## src/rtl/oaht_pkg.sv

```systemverilog
// Shared types and constants for the open addressing hash table.
// Holds field widths, request/status/probe-mode codes, the control state
// enum and the packed table entry. No dependencies.
package oaht_pkg;

  localparam int DEFAULT_TABLE_SLOTS = 16;

  localparam int OP_W       = 2;
  localparam int KEY_W      = 31;
  localparam int VALUE_W    = 32;
  localparam int STATUS_W   = 3;
  localparam int SLOT_OUT_W = 4;
  localparam int MODE_W     = 2;

  // Second hash is HASH2_BASE - (key mod HASH2_BASE)
  localparam int HASH2_BASE = 7;
  localparam int REM7_W     = 3;

  // Key reduction: padded key consumed a few bits per cycle, MSB first
  localparam int KEY_PAD_W  = 32;
  localparam int DIGIT_W    = 4;
  localparam int HASH_STEPS = KEY_PAD_W / DIGIT_W;
  localparam int HCNT_W     = $clog2(HASH_STEPS);

  localparam logic [OP_W-1:0] OP_INSERT = 2'd0;
  localparam logic [OP_W-1:0] OP_SEARCH = 2'd1;
  localparam logic [OP_W-1:0] OP_DELETE = 2'd2;

  localparam logic [MODE_W-1:0] MODE_LINEAR    = 2'd0;
  localparam logic [MODE_W-1:0] MODE_QUADRATIC = 2'd1;
  localparam logic [MODE_W-1:0] MODE_DOUBLE    = 2'd2;

  localparam logic [STATUS_W-1:0] ST_INSERTED  = 3'd0;
  localparam logic [STATUS_W-1:0] ST_UPDATED   = 3'd1;
  localparam logic [STATUS_W-1:0] ST_FULL      = 3'd2;
  localparam logic [STATUS_W-1:0] ST_EXHAUSTED = 3'd3;
  localparam logic [STATUS_W-1:0] ST_FOUND     = 3'd4;
  localparam logic [STATUS_W-1:0] ST_NOT_FOUND = 3'd5;
  localparam logic [STATUS_W-1:0] ST_DELETED   = 3'd6;

  typedef enum logic [2:0] {
    OAHT_CLEAR,
    OAHT_IDLE,
    OAHT_HASH,
    OAHT_PREP,
    OAHT_PROBE
  } state_e;

  typedef struct packed {
    logic               used;
    logic               tomb;
    logic [KEY_W-1:0]   key;
    logic [VALUE_W-1:0] value;
  } entry_t;

endpackage

```

## src/rtl/open_addressing_hash_table.sv

```systemverilog
// Open addressing hash table with tombstones, one table memory and a sequencer.
// Depends on oaht_pkg (widths, codes, state enum, entry type).
//
// Usage:
//   Request channel: drive operation_i, key_i and value_in_i with start high;
//   the transfer happens at a rising edge where start is high and busy is low.
//   Result channel: done_o pulses for exactly one cycle with status_o, slot_o
//   and value_out_o. The receiver cannot stall; it must take the result then.
//   Config: cfg_we_i writes cfg_wdata_i into probe_mode (0 linear, 1 quadratic,
//   2 double hashing, 3 behaves as linear). Write only while the block is idle.
// Operation:
//   After reset the block sweeps the table memory, clearing every entry;
//   busy stays high meanwhile.
//   Per request: the HASH state reduces the key (4 bits per cycle for key
//   mod TABLE_SLOTS and key mod 7), the PREP state sets up the probe, then
//   the PROBE state makes one read of the table memory per probe.
//   An insert into a full table or an unused opcode strobes its result from
//   PREP without probing; any other request probes at most TABLE_SLOTS slots.
//   A new request can be taken in the same cycle as the result strobe.
module open_addressing_hash_table
  import oaht_pkg::*;
#(
  parameter int TABLE_SLOTS = DEFAULT_TABLE_SLOTS
) (
  input  logic                  clk_i,
  input  logic                  rst_ni,
  input  logic                  start,
  output logic                  busy,
  input  logic [OP_W-1:0]       operation_i,
  input  logic [KEY_W-1:0]      key_i,
  input  logic [VALUE_W-1:0]    value_in_i,
  input  logic                  cfg_we_i,
  input  logic [MODE_W-1:0]     cfg_wdata_i,
  output logic                  done_o,
  output logic [STATUS_W-1:0]   status_o,
  output logic [SLOT_OUT_W-1:0] slot_o,
  output logic [VALUE_W-1:0]    value_out_o
);

  localparam int SLOT_W = $clog2(TABLE_SLOTS);
  localparam int CNT_W  = $clog2(TABLE_SLOTS + 1);
  localparam int STEP_W = SLOT_W + 4;

  localparam logic [SLOT_W:0]   SLOTS_EXT  = (SLOT_W + 1)'(TABLE_SLOTS);
  localparam logic [SLOT_W-1:0] LAST_SLOT  = SLOT_W'(TABLE_SLOTS - 1);
  localparam logic [CNT_W-1:0]  SLOTS_CNT  = CNT_W'(TABLE_SLOTS);
  localparam logic [HCNT_W-1:0] LAST_HASH  = HCNT_W'(HASH_STEPS - 1);

  // Add two residues mod TABLE_SLOTS; the sum stays below twice the size.
  function automatic logic [SLOT_W-1:0] mod_add(input logic [SLOT_W:0] a,
                                                input logic [SLOT_W:0] b);
    logic [SLOT_W:0] sum;
    sum = a + b;
    if (sum >= SLOTS_EXT) begin
      sum = sum - SLOTS_EXT;
    end
    return sum[SLOT_W-1:0];
  endfunction

  // Control state
  state_e              state_q, state_d;
  logic [MODE_W-1:0]   probe_mode_q;
  logic [CNT_W-1:0]    live_q, live_d;
  logic [SLOT_W-1:0]   clr_q, clr_d;
  logic                done_q, done_d;

  // Request and working registers
  logic [OP_W-1:0]      op_q, op_d;
  logic [KEY_W-1:0]     key_q, key_d;
  logic [VALUE_W-1:0]   val_q, val_d;
  logic [KEY_PAD_W-1:0] key_sh_q, key_sh_d;
  logic [HCNT_W-1:0]    hcnt_q, hcnt_d;
  logic [SLOT_W-1:0]    remn_q, remn_d;
  logic [REM7_W-1:0]    rem7_q, rem7_d;
  logic [SLOT_W-1:0]    pos_q, pos_d;
  logic [SLOT_W-1:0]    inc_q, inc_d;
  logic [SLOT_W-1:0]    pcnt_q, pcnt_d;
  logic [STATUS_W-1:0]  status_q, status_d;
  logic [SLOT_OUT_W-1:0] slot_q, slot_d;
  logic [VALUE_W-1:0]   vout_q, vout_d;

  // Table memory: one write port, one read port, registered read data
  entry_t              mem [TABLE_SLOTS];
  logic                rd_en;
  logic [SLOT_W-1:0]   rd_addr;
  entry_t              rd_q;
  logic                wr_en;
  logic [SLOT_W-1:0]   wr_addr;
  entry_t              wr_data;

  // Combinational helpers
  logic [SLOT_W-1:0]   remn_nx;
  logic [REM7_W-1:0]   rem7_nx;
  logic [SLOT_W-1:0]   inc_init;
  logic                early_fin;
  logic [STATUS_W-1:0] early_status;
  logic                probe_fin;
  logic                probe_wr;
  logic [STATUS_W-1:0] probe_status;
  entry_t              probe_entry;
  logic                live_inc, live_dec;
  logic [SLOT_W-1:0]   pos_nx;
  logic [SLOT_W-1:0]   inc_nx;

  // ---------------------------------------------------------------------
  // Key reduction: shift in DIGIT_W key bits per cycle, keep both residues
  // below their modulus with one conditional subtract per bit.
  // ---------------------------------------------------------------------
  always_comb begin
    logic [SLOT_W:0]   rn;
    logic [REM7_W:0]   r7;
    rn = {1'b0, remn_q};
    r7 = {1'b0, rem7_q};
    for (int b = 0; b < DIGIT_W; b++) begin
      rn = {rn[SLOT_W-1:0], key_sh_q[KEY_PAD_W-1-b]};
      if (rn >= SLOTS_EXT) begin
        rn = rn - SLOTS_EXT;
      end
      r7 = {r7[REM7_W-1:0], key_sh_q[KEY_PAD_W-1-b]};
      if (r7 >= (REM7_W + 1)'(HASH2_BASE)) begin
        r7 = r7 - (REM7_W + 1)'(HASH2_BASE);
      end
    end
    remn_nx = rn[SLOT_W-1:0];
    rem7_nx = r7[REM7_W-1:0];
  end

  // ---------------------------------------------------------------------
  // Probe setup: first increment, and the requests that finish unprobed.
  // Quadratic probing walks squares by adding odd steps 1, 3, 5, ...
  // ---------------------------------------------------------------------
  always_comb begin
    logic [STEP_W-1:0] st;
    st = STEP_W'(HASH2_BASE) - STEP_W'(rem7_q);
    // step is 1..7 and the table has at least two slots: three subtracts
    for (int k = 0; k < 3; k++) begin
      if (st >= STEP_W'(TABLE_SLOTS)) begin
        st = st - STEP_W'(TABLE_SLOTS);
      end
    end
    if (probe_mode_q == MODE_DOUBLE) begin
      inc_init = st[SLOT_W-1:0];
    end else begin
      inc_init = SLOT_W'(1);
    end

    early_fin    = 1'b0;
    early_status = ST_NOT_FOUND;
    case (op_q)
      OP_INSERT: begin
        if (live_q >= SLOTS_CNT) begin
          early_fin    = 1'b1;
          early_status = ST_FULL;
        end
      end
      OP_SEARCH, OP_DELETE: begin
        early_fin = 1'b0;
      end
      default: begin
        early_fin    = 1'b1;
        early_status = ST_NOT_FOUND;
      end
    endcase
  end

  // ---------------------------------------------------------------------
  // Probe decode: judge the entry just read at pos_q.
  // ---------------------------------------------------------------------
  always_comb begin
    logic never_used;
    logic is_free;
    logic key_eq;
    logic live_hit;
    logic last;
    never_used = !rd_q.used && !rd_q.tomb;
    is_free    = !rd_q.used || rd_q.tomb;
    key_eq     = (rd_q.key == key_q);
    live_hit   = rd_q.used && !rd_q.tomb && key_eq;
    last       = (pcnt_q == LAST_SLOT);

    probe_fin    = 1'b0;
    probe_wr     = 1'b0;
    probe_status = ST_NOT_FOUND;
    probe_entry  = rd_q;
    live_inc     = 1'b0;
    live_dec     = 1'b0;

    case (op_q)
      OP_INSERT: begin
        probe_entry.used  = 1'b1;
        probe_entry.tomb  = 1'b0;
        probe_entry.key   = key_q;
        probe_entry.value = val_q;
        if (is_free) begin
          probe_fin    = 1'b1;
          probe_wr     = 1'b1;
          probe_status = ST_INSERTED;
          live_inc     = 1'b1;
        end else if (key_eq) begin
          probe_fin    = 1'b1;
          probe_wr     = 1'b1;
          probe_status = ST_UPDATED;
        end else if (last) begin
          probe_fin    = 1'b1;
          probe_status = ST_EXHAUSTED;
        end
      end
      OP_SEARCH: begin
        if (never_used) begin
          probe_fin = 1'b1;
        end else if (live_hit) begin
          probe_fin    = 1'b1;
          probe_status = ST_FOUND;
        end else if (last) begin
          probe_fin = 1'b1;
        end
      end
      OP_DELETE: begin
        probe_entry.tomb = 1'b1;
        if (never_used) begin
          probe_fin = 1'b1;
        end else if (live_hit) begin
          probe_fin    = 1'b1;
          probe_wr     = 1'b1;
          probe_status = ST_DELETED;
          live_dec     = (live_q != '0);
        end else if (last) begin
          probe_fin = 1'b1;
        end
      end
      default: begin
        probe_fin = 1'b1;
      end
    endcase

    pos_nx = mod_add({1'b0, pos_q}, {1'b0, inc_q});
    if (probe_mode_q == MODE_QUADRATIC) begin
      inc_nx = mod_add({1'b0, inc_q}, (SLOT_W + 1)'(2));
    end else begin
      inc_nx = inc_q;
    end
  end

  // ---------------------------------------------------------------------
  // Next state
  // ---------------------------------------------------------------------
  always_comb begin
    state_d = state_q;
    case (state_q)
      OAHT_CLEAR: begin
        if (clr_q == LAST_SLOT) begin
          state_d = OAHT_IDLE;
        end
      end
      OAHT_IDLE: begin
        if (start) begin
          state_d = OAHT_HASH;
        end
      end
      OAHT_HASH: begin
        if (hcnt_q == LAST_HASH) begin
          state_d = OAHT_PREP;
        end
      end
      OAHT_PREP: begin
        state_d = early_fin ? OAHT_IDLE : OAHT_PROBE;
      end
      OAHT_PROBE: begin
        if (probe_fin) begin
          state_d = OAHT_IDLE;
        end
      end
      default: begin
        state_d = OAHT_IDLE;
      end
    endcase
  end

  // ---------------------------------------------------------------------
  // Datapath and memory control. Each request writes the table at most
  // once, in its last probe cycle, and the next request reads only after
  // its hash cycles, so reads never overlap a pending write.
  // ---------------------------------------------------------------------
  always_comb begin
    clr_d    = clr_q;
    live_d   = live_q;
    done_d   = 1'b0;
    op_d     = op_q;
    key_d    = key_q;
    val_d    = val_q;
    key_sh_d = key_sh_q;
    hcnt_d   = hcnt_q;
    remn_d   = remn_q;
    rem7_d   = rem7_q;
    pos_d    = pos_q;
    inc_d    = inc_q;
    pcnt_d   = pcnt_q;
    status_d = status_q;
    slot_d   = slot_q;
    vout_d   = vout_q;
    rd_en    = 1'b0;
    rd_addr  = pos_q;
    wr_en    = 1'b0;
    wr_addr  = pos_q;
    wr_data  = probe_entry;

    case (state_q)
      OAHT_CLEAR: begin
        // zero one entry per cycle
        wr_en   = 1'b1;
        wr_addr = clr_q;
        wr_data = '0;
        clr_d   = clr_q + SLOT_W'(1);
      end
      OAHT_IDLE: begin
        if (start) begin
          op_d     = operation_i;
          key_d    = key_i;
          val_d    = value_in_i;
          key_sh_d = KEY_PAD_W'(key_i);
          hcnt_d   = '0;
          remn_d   = '0;
          rem7_d   = '0;
        end
      end
      OAHT_HASH: begin
        remn_d   = remn_nx;
        rem7_d   = rem7_nx;
        key_sh_d = key_sh_q << DIGIT_W;
        hcnt_d   = hcnt_q + HCNT_W'(1);
      end
      OAHT_PREP: begin
        pos_d  = remn_q;
        inc_d  = inc_init;
        pcnt_d = '0;
        if (early_fin) begin
          done_d   = 1'b1;
          status_d = early_status;
          slot_d   = '0;
          vout_d   = '0;
        end else begin
          rd_en   = 1'b1;
          rd_addr = remn_q;
        end
      end
      OAHT_PROBE: begin
        if (probe_fin) begin
          done_d   = 1'b1;
          status_d = probe_status;
          wr_en    = probe_wr;
          if (probe_status == ST_NOT_FOUND || probe_status == ST_EXHAUSTED) begin
            slot_d = '0;
          end else begin
            slot_d = SLOT_OUT_W'(pos_q);
          end
          vout_d = (probe_status == ST_FOUND) ? rd_q.value : '0;
          if (live_inc) begin
            live_d = live_q + CNT_W'(1);
          end else if (live_dec) begin
            live_d = live_q - CNT_W'(1);
          end
        end else begin
          // advance to the next probe and fetch it
          pos_d   = pos_nx;
          inc_d   = inc_nx;
          pcnt_d  = pcnt_q + SLOT_W'(1);
          rd_en   = 1'b1;
          rd_addr = pos_nx;
        end
      end
      default: begin
        done_d = 1'b0;
      end
    endcase
  end

  // Control registers
  always_ff @(posedge clk_i or negedge rst_ni) begin
    if (!rst_ni) begin
      state_q      <= OAHT_CLEAR;
      probe_mode_q <= MODE_LINEAR;
      live_q       <= '0;
      clr_q        <= '0;
      done_q       <= 1'b0;
    end else begin
      state_q <= state_d;
      live_q  <= live_d;
      clr_q   <= clr_d;
      done_q  <= done_d;
      if (cfg_we_i) begin
        probe_mode_q <= cfg_wdata_i;
      end
    end
  end

  // Payload registers
  always_ff @(posedge clk_i) begin
    op_q     <= op_d;
    key_q    <= key_d;
    val_q    <= val_d;
    key_sh_q <= key_sh_d;
    hcnt_q   <= hcnt_d;
    remn_q   <= remn_d;
    rem7_q   <= rem7_d;
    pos_q    <= pos_d;
    inc_q    <= inc_d;
    pcnt_q   <= pcnt_d;
    status_q <= status_d;
    slot_q   <= slot_d;
    vout_q   <= vout_d;
  end

  // Table memory
  always_ff @(posedge clk_i) begin
    if (wr_en) begin
      mem[wr_addr] <= wr_data;
    end
  end

  always_ff @(posedge clk_i) begin
    if (rd_en) begin
      rd_q <= mem[rd_addr];
    end
  end

  assign busy        = (state_q != OAHT_IDLE);
  assign done_o      = done_q;
  assign status_o    = status_q;
  assign slot_o      = slot_q;
  assign value_out_o = vout_q;

endmodule
```

## config.mk

```make
export PLATFORM = sky130hd
export DESIGN_NAME = open_addressing_hash_table
export DESIGN_NICKNAME = d
export VERILOG_FILES = /design/src/rtl/oaht_pkg.sv /design/src/rtl/open_addressing_hash_table.sv
export SDC_FILE = /design/constraint.sdc
export NUM_CORES = 2
export LEC_CHECK = 0
export BUFFER_PORTS_ARGS = -buffer_cell sky130_fd_sc_hd__buf_2
export CORE_ASPECT_RATIO = 0.75
export CORE_UTILIZATION = 62
export CTS_CLUSTER_SIZE = 40
export DETAILED_ROUTE_END_ITERATION = 10
export GPL_ROUTABILITY_DRIVEN = 0
export PLACE_DENSITY = 0.79
export RECOVER_POWER = 100
export SYNTH_ARGS = -nofsm -noshare
export SYNTH_HDL_FRONTEND = slang
export SYNTH_SLANG_ARGS = --single-unit
export TNS_END_PERCENT = 50
```

## constraint.sdc

```tcl
create_clock -name clk_i -period 7.4 [get_ports clk_i]
set_input_delay 1.85 -clock clk_i [delete_from_list [all_inputs] [get_ports clk_i]]
set_output_delay 1.85 -clock clk_i [all_outputs]
set_load 0.01 [all_outputs]
```

Word-level counts from Yosys, hierarchy flattened
Memory sizes are Yosys's and may differ from the RTL's. A register that Yosys moved wholly into a read port is not among the register bits.
Index checks and enable logic that the tools add are counted.
{"block": "classes", "add_sub_neg": 21, "order_cmp": 14, "n_eq_ne": 23, "n_mux": 92, "reduce_logical": 21}
{"op": "two-way mux 32 bit", "n": 4}
{"op": "case mux 32 bit (2 select lines)", "n": 2}
{"op": "two-way mux 4 bit", "n": 18}
{"op": "two-way mux 65 bit", "n": 1}
{"op": "two-way mux 63 bit", "n": 1}
{"op": "two-way mux 3 bit", "n": 17}
{"op": "case mux 4 bit (2 select lines)", "n": 6}
{"op": ">= comparator 5 bit (second input constant)", "n": 7}
{"op": "equality test 31 bit", "n": 1}
{"op": "subtractor 4 x 1 -> 4 bit (second input constant)", "n": 7}
{"op": "two-way mux 1 bit", "n": 25}
{"op": ">= comparator 8 x 5 -> 1 bit (second input constant)", "n": 3}
{"op": "case mux 3 bit (2 select lines)", "n": 3}
{"op": ">= comparator 4 x 3 -> 1 bit (second input constant)", "n": 4}
{"op": "two-way mux 8 bit", "n": 2}
{"op": "case mux 3 bit (5 select lines)", "n": 1}
{"op": "inequality test 2 bit (second input constant)", "n": 7}
{"op": "case mux 1 bit (2 select lines)", "n": 7}
{"op": "equality test 3 bit (second input constant)", "n": 4}
{"op": "subtractor 3 bit (second input constant)", "n": 4}
{"op": "two-way mux 5 bit", "n": 2}
{"op": "equality test 3 x 2 -> 1 bit (second input constant)", "n": 3}
{"op": "case mux 3 bit (3 select lines)", "n": 1}
{"op": "AND reduction 3 bit", "n": 3}
{"op": "other kinds (25)", "n": 38}
{"block": "word_totals", "regBits": 173, "mem_bits_rw": 1040, "in_bits": 71, "out_inout_bits": 41, "elab_cells": 190, "n_memories": 1}
{"memory": "mem", "words": 16, "word_bits": 65, "read_ports": 1, "rd_ports_with_merged_regs": 1, "wr": 1, "line": "open_addressing_hash_table.sv:83", "rtl": "entry_t mem [TABLE_SLOTS];"}

Depth between registers and ports, before layout
{"block": "depth", "depth_word": 11, "ltp_mapped": 18, "depth_no_buf": 18}

Worst setup path before layout
OpenSTA, ideal clock, no wires.
{"block": "synth_path", "kind": "reg2reg", "startpoint": "register key_q[8]", "endpoint": "memory mem[12][0] (netlist name), enable pin", "setup_ns": 0.496, "t_arrival_ns": 4.840, "required_ns": 6.904, "slack_ns": 2.064, "stages_incl_launch_ff": 10, "n_path_buf": 0, "synth_period_minus_slack_ns": 5.336, "path_cell_list": "edfxtp_1 xnor2_1 nand4_1 nor4_4 a21oi_1 nor4_1 nand2_1 o21ai_0 and2_1 nor2b_1"}
{"block": "synth_via", "elab_chain_cells": 9, "word_cells_on_any_way": 16, "classes_between": "1 x eq/ne; 14 x mux; 1 x reduce/logical"}
{"item": "from (decl)", "line": "open_addressing_hash_table.sv:69", "rtl": "logic [KEY_W-1:0] key_q, key_d;"}
{"item": "from (signal assigned)", "line": "open_addressing_hash_table.sv:399", "rtl": "key_q <= key_d;"}
{"item": "equality test 31 bit (*)", "line": "open_addressing_hash_table.sv:177", "rtl": "key_eq = (rd_q.key == key_q);"}
{"item": "logical AND 1 bit", "line": "open_addressing_hash_table.sv:178", "rtl": "live_hit = rd_q.used && !rd_q.tomb && key_eq;"}
{"item": "two-way mux 1 bit (on tied branches)", "line": "open_addressing_hash_table.sv:222, open_addressing_hash_table.sv:211"}
{"item": "two-way mux 1 bit (on tied branches)", "line": "open_addressing_hash_table.sv:220, open_addressing_hash_table.sv:209"}
{"item": "case mux 1 bit (2 select lines)", "line": "open_addressing_hash_table.sv:188", "rtl": "case (op_q)"}
{"item": "two-way mux 1 bit (*)", "line": "open_addressing_hash_table.sv:347", "rtl": "if (probe_fin) begin"}
{"item": "case mux 1 bit (2 select lines) (*)", "line": "open_addressing_hash_table.sv:307", "rtl": "case (state_q)"}
{"item": "two-way mux 1 bit (*)", "line": "open_addressing_hash_table.sv:415", "rtl": "if (wr_en) begin"}
{"item": "two-way mux 1 bit (not written as such) (*)", "line": "open_addressing_hash_table.sv:416", "rtl": "mem[wr_addr] <= wr_data;"}
{"item": "to (decl)", "line": "open_addressing_hash_table.sv:83"}
Mark *: on every way between the ends. The rest lies on a longest branch, timed or not.

Final worst setup path
{"block": "layout_path", "startpoint": "register rd_q[45] (netlist name)", "endpoint": "memory mem[6][5] (netlist name), enable pin"}
{"block": "layout_via", "elab_chain_cells": 9, "word_cells_on_any_way": 16, "classes_between": "1 x eq/ne; 14 x mux; 1 x reduce/logical"}
{"item": "equality test 31 bit (*)", "line": "open_addressing_hash_table.sv:177"}
{"item": "logical AND 1 bit", "line": "open_addressing_hash_table.sv:178"}
{"item": "two-way mux 1 bit (on tied branches)", "line": "open_addressing_hash_table.sv:222, open_addressing_hash_table.sv:211"}
{"item": "two-way mux 1 bit (on tied branches)", "line": "open_addressing_hash_table.sv:220, open_addressing_hash_table.sv:209"}
{"item": "case mux 1 bit (2 select lines)", "line": "open_addressing_hash_table.sv:188"}
{"item": "two-way mux 1 bit (*)", "line": "open_addressing_hash_table.sv:347"}
{"item": "case mux 1 bit (2 select lines) (*)", "line": "open_addressing_hash_table.sv:307"}
{"item": "two-way mux 1 bit (*)", "line": "open_addressing_hash_table.sv:415"}
{"item": "two-way mux 1 bit (not written as such) (*)", "line": "open_addressing_hash_table.sv:416"}
Marks and branches as above.

==> flow_summary_export.csv <==
group,metric,value,unit
global_route,grt_pass1_wl,180,mm
routing,detail_route.wl_per_cell,25.4,um
worst_setup_path,critPathTopFamily,"simple AND/OR/NAND/NOR gates",
floorplan,initial_core_util,0.626,
finish,finish.instance_area,56400,sq um
finish,drive_above_1_share,0.0720,
floorplan,floorplan.die_area,84000,sq um
timing,fin_worst_skew,0.0305,ns
power,power.static_leakage,19.6,nW
synth,synth_ff_type,"sky130_fd_sc_hd__edfxtp_1",
synth,synth_area_per_cell,14.8,sq um
placement,post_dp_cell_area,53000,sq um
synth,proportion_of_synthesized_flip_flops_having_asynchronous_set_or_reset,0.0117,
clocking,cts_sinks,1278,
timing,finalHoldViolCount,0,
floorplan,core_area,82100,sq um
routing,ant_nets,0,
synth,ys_warn_count,0,
hold_path,worst_hold_path_type,"register to register",
timing,worst_setup_margin,1.27,ns
run,drv.max_cap_violation_count,15,
finish,nFillCells,5328,
timing,layout_min_cycle_time,6.13,ns
timing,part_of_the_cycle_the_worst_path_needs,0.829,
status,violated_checks,"capacitance limit, slew limit",
timing,setup_viol,0,
routing,finalWirelength,121,mm
worst_setup_path,timing.critical_path.from_type,"register",
worst_setup_path,timing.critical_path.required,7.68,ns
timing,finalSetupTns,0,ns
global_route,grt_usage,0.287,
status,run_status,"finished with violations",
global_route,first_global_vias,29000,
placement,pre_cts_ws,2.52,ns
worst_setup_path,top_fanout_value_on_the_critical_path,26,
timing,slew_headroom,-2.18,
clocking,clk_latency,0.70,ns
global_route,antenna_violations_before_repair,0,
finish,commonest_non_fill_non_tap_cell_in_the_layout,"sky130_fd_sc_hd__edfxtp_1",
worst_setup_path,worstPathArrival,6.42,ns
finish,final_cell_mix,"1263 x sky130_fd_sc_hd__edfxtp_1, 697 x sky130_fd_sc_hd__nand2_1, 397 x sky130_fd_sc_hd__nand3_1",
worst_setup_path,slowest_stage,"sky130_fd_sc_hd__nor4_1",
worst_setup_path,critical_path.n_buffers_inverters,1,
worst_setup_path,worst_path_largest_cell_delay,1.31,ns
timing,achievable-frequency,163,MHz
clocking,cts_tree,"built",
clocking,postCtsHoldBufs,0,
timing,rsz0062_at_grt,"no",
power,worst_ir_drop_vdd,0.681,mV
placement,post-dp-hpwl,61.8,mm
synth,syn_area,51400,sq um
clocking,htreeDepth,3,
worst_setup_path,crit_path_cells,"xnor2_1, nand4_1, nor4_1, a21oi_1, nor4_1, nand2_1, o22ai_1, nand2_1, nor2_4, clkbuf_1",
floorplan,ioPinCount,112,
floorplan,placement_rows,91,
routing,num_vias,30200,
worst_setup_path,endpoint_kind,"register",
power,power_per_cell_area,446,nW/um^2
timing,tightestPinTransition,4.77,ns
finish,seq_area,38300,sq um
clocking,cts_resized,0,
clocking,clk_pin_slew_worst_paths,0.06,ns
synth,synth_cells,3473,
clocking,cts_max_path_buffers,3,
finish,antenna_cells_inserted,0,
floorplan,die_w,334,um
clocking,cts_made_buffers,117,
clocking,root_buffer,"sky130_fd_sc_hd__clkbuf_16",
finish,fin_nets,3641,
floorplan,fp.dieH,251,um
worst_setup_path,crit_type,"register to register",
finish,flow.area_growth_from_synthesis,9.73,%
finish,final_cell_utilization_of_the_core,0.687,
global_route,grt_overflow_total,0,
finish,multiInputGateArea,12000,sq um
clocking,postCtsSetupBuffers,0,
routing,routed_via_density,6.35,
synth,synth_cell_type_count,68,
routing,first_iter_violations,4075,
power,final_total_pwr,0.0251,W
synth,yosys_register_bits,1278,
routing,post-route-drc-count,0,
synth,synth_enable_flop_cells,1263,
routing,drt_pre_antenna_iters,8,
synth,syn_nets,3565,
synth,yosysSeqAreaShare,0.746,
global_route,grt_start_max_net_pins,186,
timing,timing.final.max_slew_violations,471,
placement,port_buffers,111,
[tightest hold or removal path: stages (launching register included)]
cell                       delay, ns
sky130_fd_sc_hd__edfxtp_1       0.32
sky130_fd_sc_hd__nand2_1        0.04
sky130_fd_sc_hd__nand2_1        0.04
[power breakdown]
group / leakage (nW) / internal [W] / switching (W)
Combinational: 6.05 / 0.00237 / 0.00613
Clock: 1.77 / 0.00322 / 0.00257
Sequential: 11.8 / 0.0104 / 0.000425
Total: 19.6 / 0.0160 / 0.00912
[metal layers]
metal,share of wire,vias to the layer above,GRT usage
met1,0.40,14900,0.422
met3,0.10,254,0.0468
met4,0.031,0,0.0953
met5,0,-,0
li1,-,13200,-
met2,0.46,1814,0.442
[cell families (layout without fill, tap and decap cells)]
kind of cell | count (synthesis) | count (layout) | synth area share
flops | 1278 | 1278 | 0.746
mux | 332 | 332 | 0.0650
fa+ha+maj | 21 | 21 | 0.00541
buf+inv | 219 | 386 | 0.0234
compound gates | 275 | 275 | 0.0409
simple gates | 1299 | 1299 | 0.111
xor+xnor | 49 | 49 | 0.00835
[path summary, 6_finish.rpt]
kind | startpoint | end | slack [ns] | cells after the start
worst max-delay path | rd_q[45] | mem[6][5] | 1.27 | 10
worst min-delay path | key_sh_q[5] | key_sh_q[9] | 0.50 | 2
worst max register to register | rd_q[45] | mem[6][5] | 1.27 | 10
worst min register to register | key_sh_q[5] | key_sh_q[9] | 0.50 | 2
max in group asynchronous | rst_ni | live_q[1] | 5.39 | 1
min in group asynchronous | rst_ni | done_o | 1.34 | 1
[Yosys cell counts (19+ instances only)]
| library cell | number | area share |
|---|---|---|
| sky130_fd_sc_hd__edfxtp_1 | 1263 | 0.74 |
| sky130_fd_sc_hd__nand2_1 | 696 | 0.051 |
| sky130_fd_sc_hd__nand3_1 | 398 | 0.039 |
| sky130_fd_sc_hd__mux2i_1 | 329 | 0.064 |
| sky130_fd_sc_hd__buf_2 | 101 | 0.0098 |
| sky130_fd_sc_hd__nor2_1 | 92 | 0.0067 |
| sky130_fd_sc_hd__a21oi_1 | 80 | 0.0078 |
| sky130_fd_sc_hd__a221o_1 | 65 | 0.013 |
| sky130_fd_sc_hd__a32oi_1 | 65 | 0.011 |
| sky130_fd_sc_hd__clkbuf_1 | 59 | 0.0043 |
| sky130_fd_sc_hd__and2_1 | 43 | 0.0052 |
| sky130_fd_sc_hd__xnor2_1 | 41 | 0.0070 |
| sky130_fd_sc_hd__buf_6 | 21 | 0.0046 |
| sky130_fd_sc_hd__ha_1 | 19 | 0.0046 |
[layout make-up]
class,instances,share of cell area
clock inverter,58,0.00903
inverter,13,0.000866
multi-input combinational,1976,0.213
timing repair buffer,163,0.0172
sequential,1278,0.679
tap,1116,0.0248
clock buffer,152,0.0557
[sequential cells by signal, indices dropped and copies added (netlist names)]
register / cells
probe_mode_q: 2
key_q: 31
live_q: 5
key_sh_q: 32
value_out_o: 32
done_o: 1
status_o: 3
hcnt_q: 3
mem: 1040
rem7_q: 3
slot_o: 4
op_q: 2
state_q: 3
pcnt_q: 4
inc_q: 4
pos_q: 4
remn_q: 4
clr_q: 4
rd_q: 65
val_q: 32
[stage by stage]
step	std cells	hold WS, ns
2_1_floorplan	3473	0.469
3_3_place_gp	4546	0.488
3_5_place_dp	4546	0.497
4_1_cts	4756	0.507
5_1_grt	4756	0.520
6_report	4756	0.504
Power figures use the tool's default switching activity.
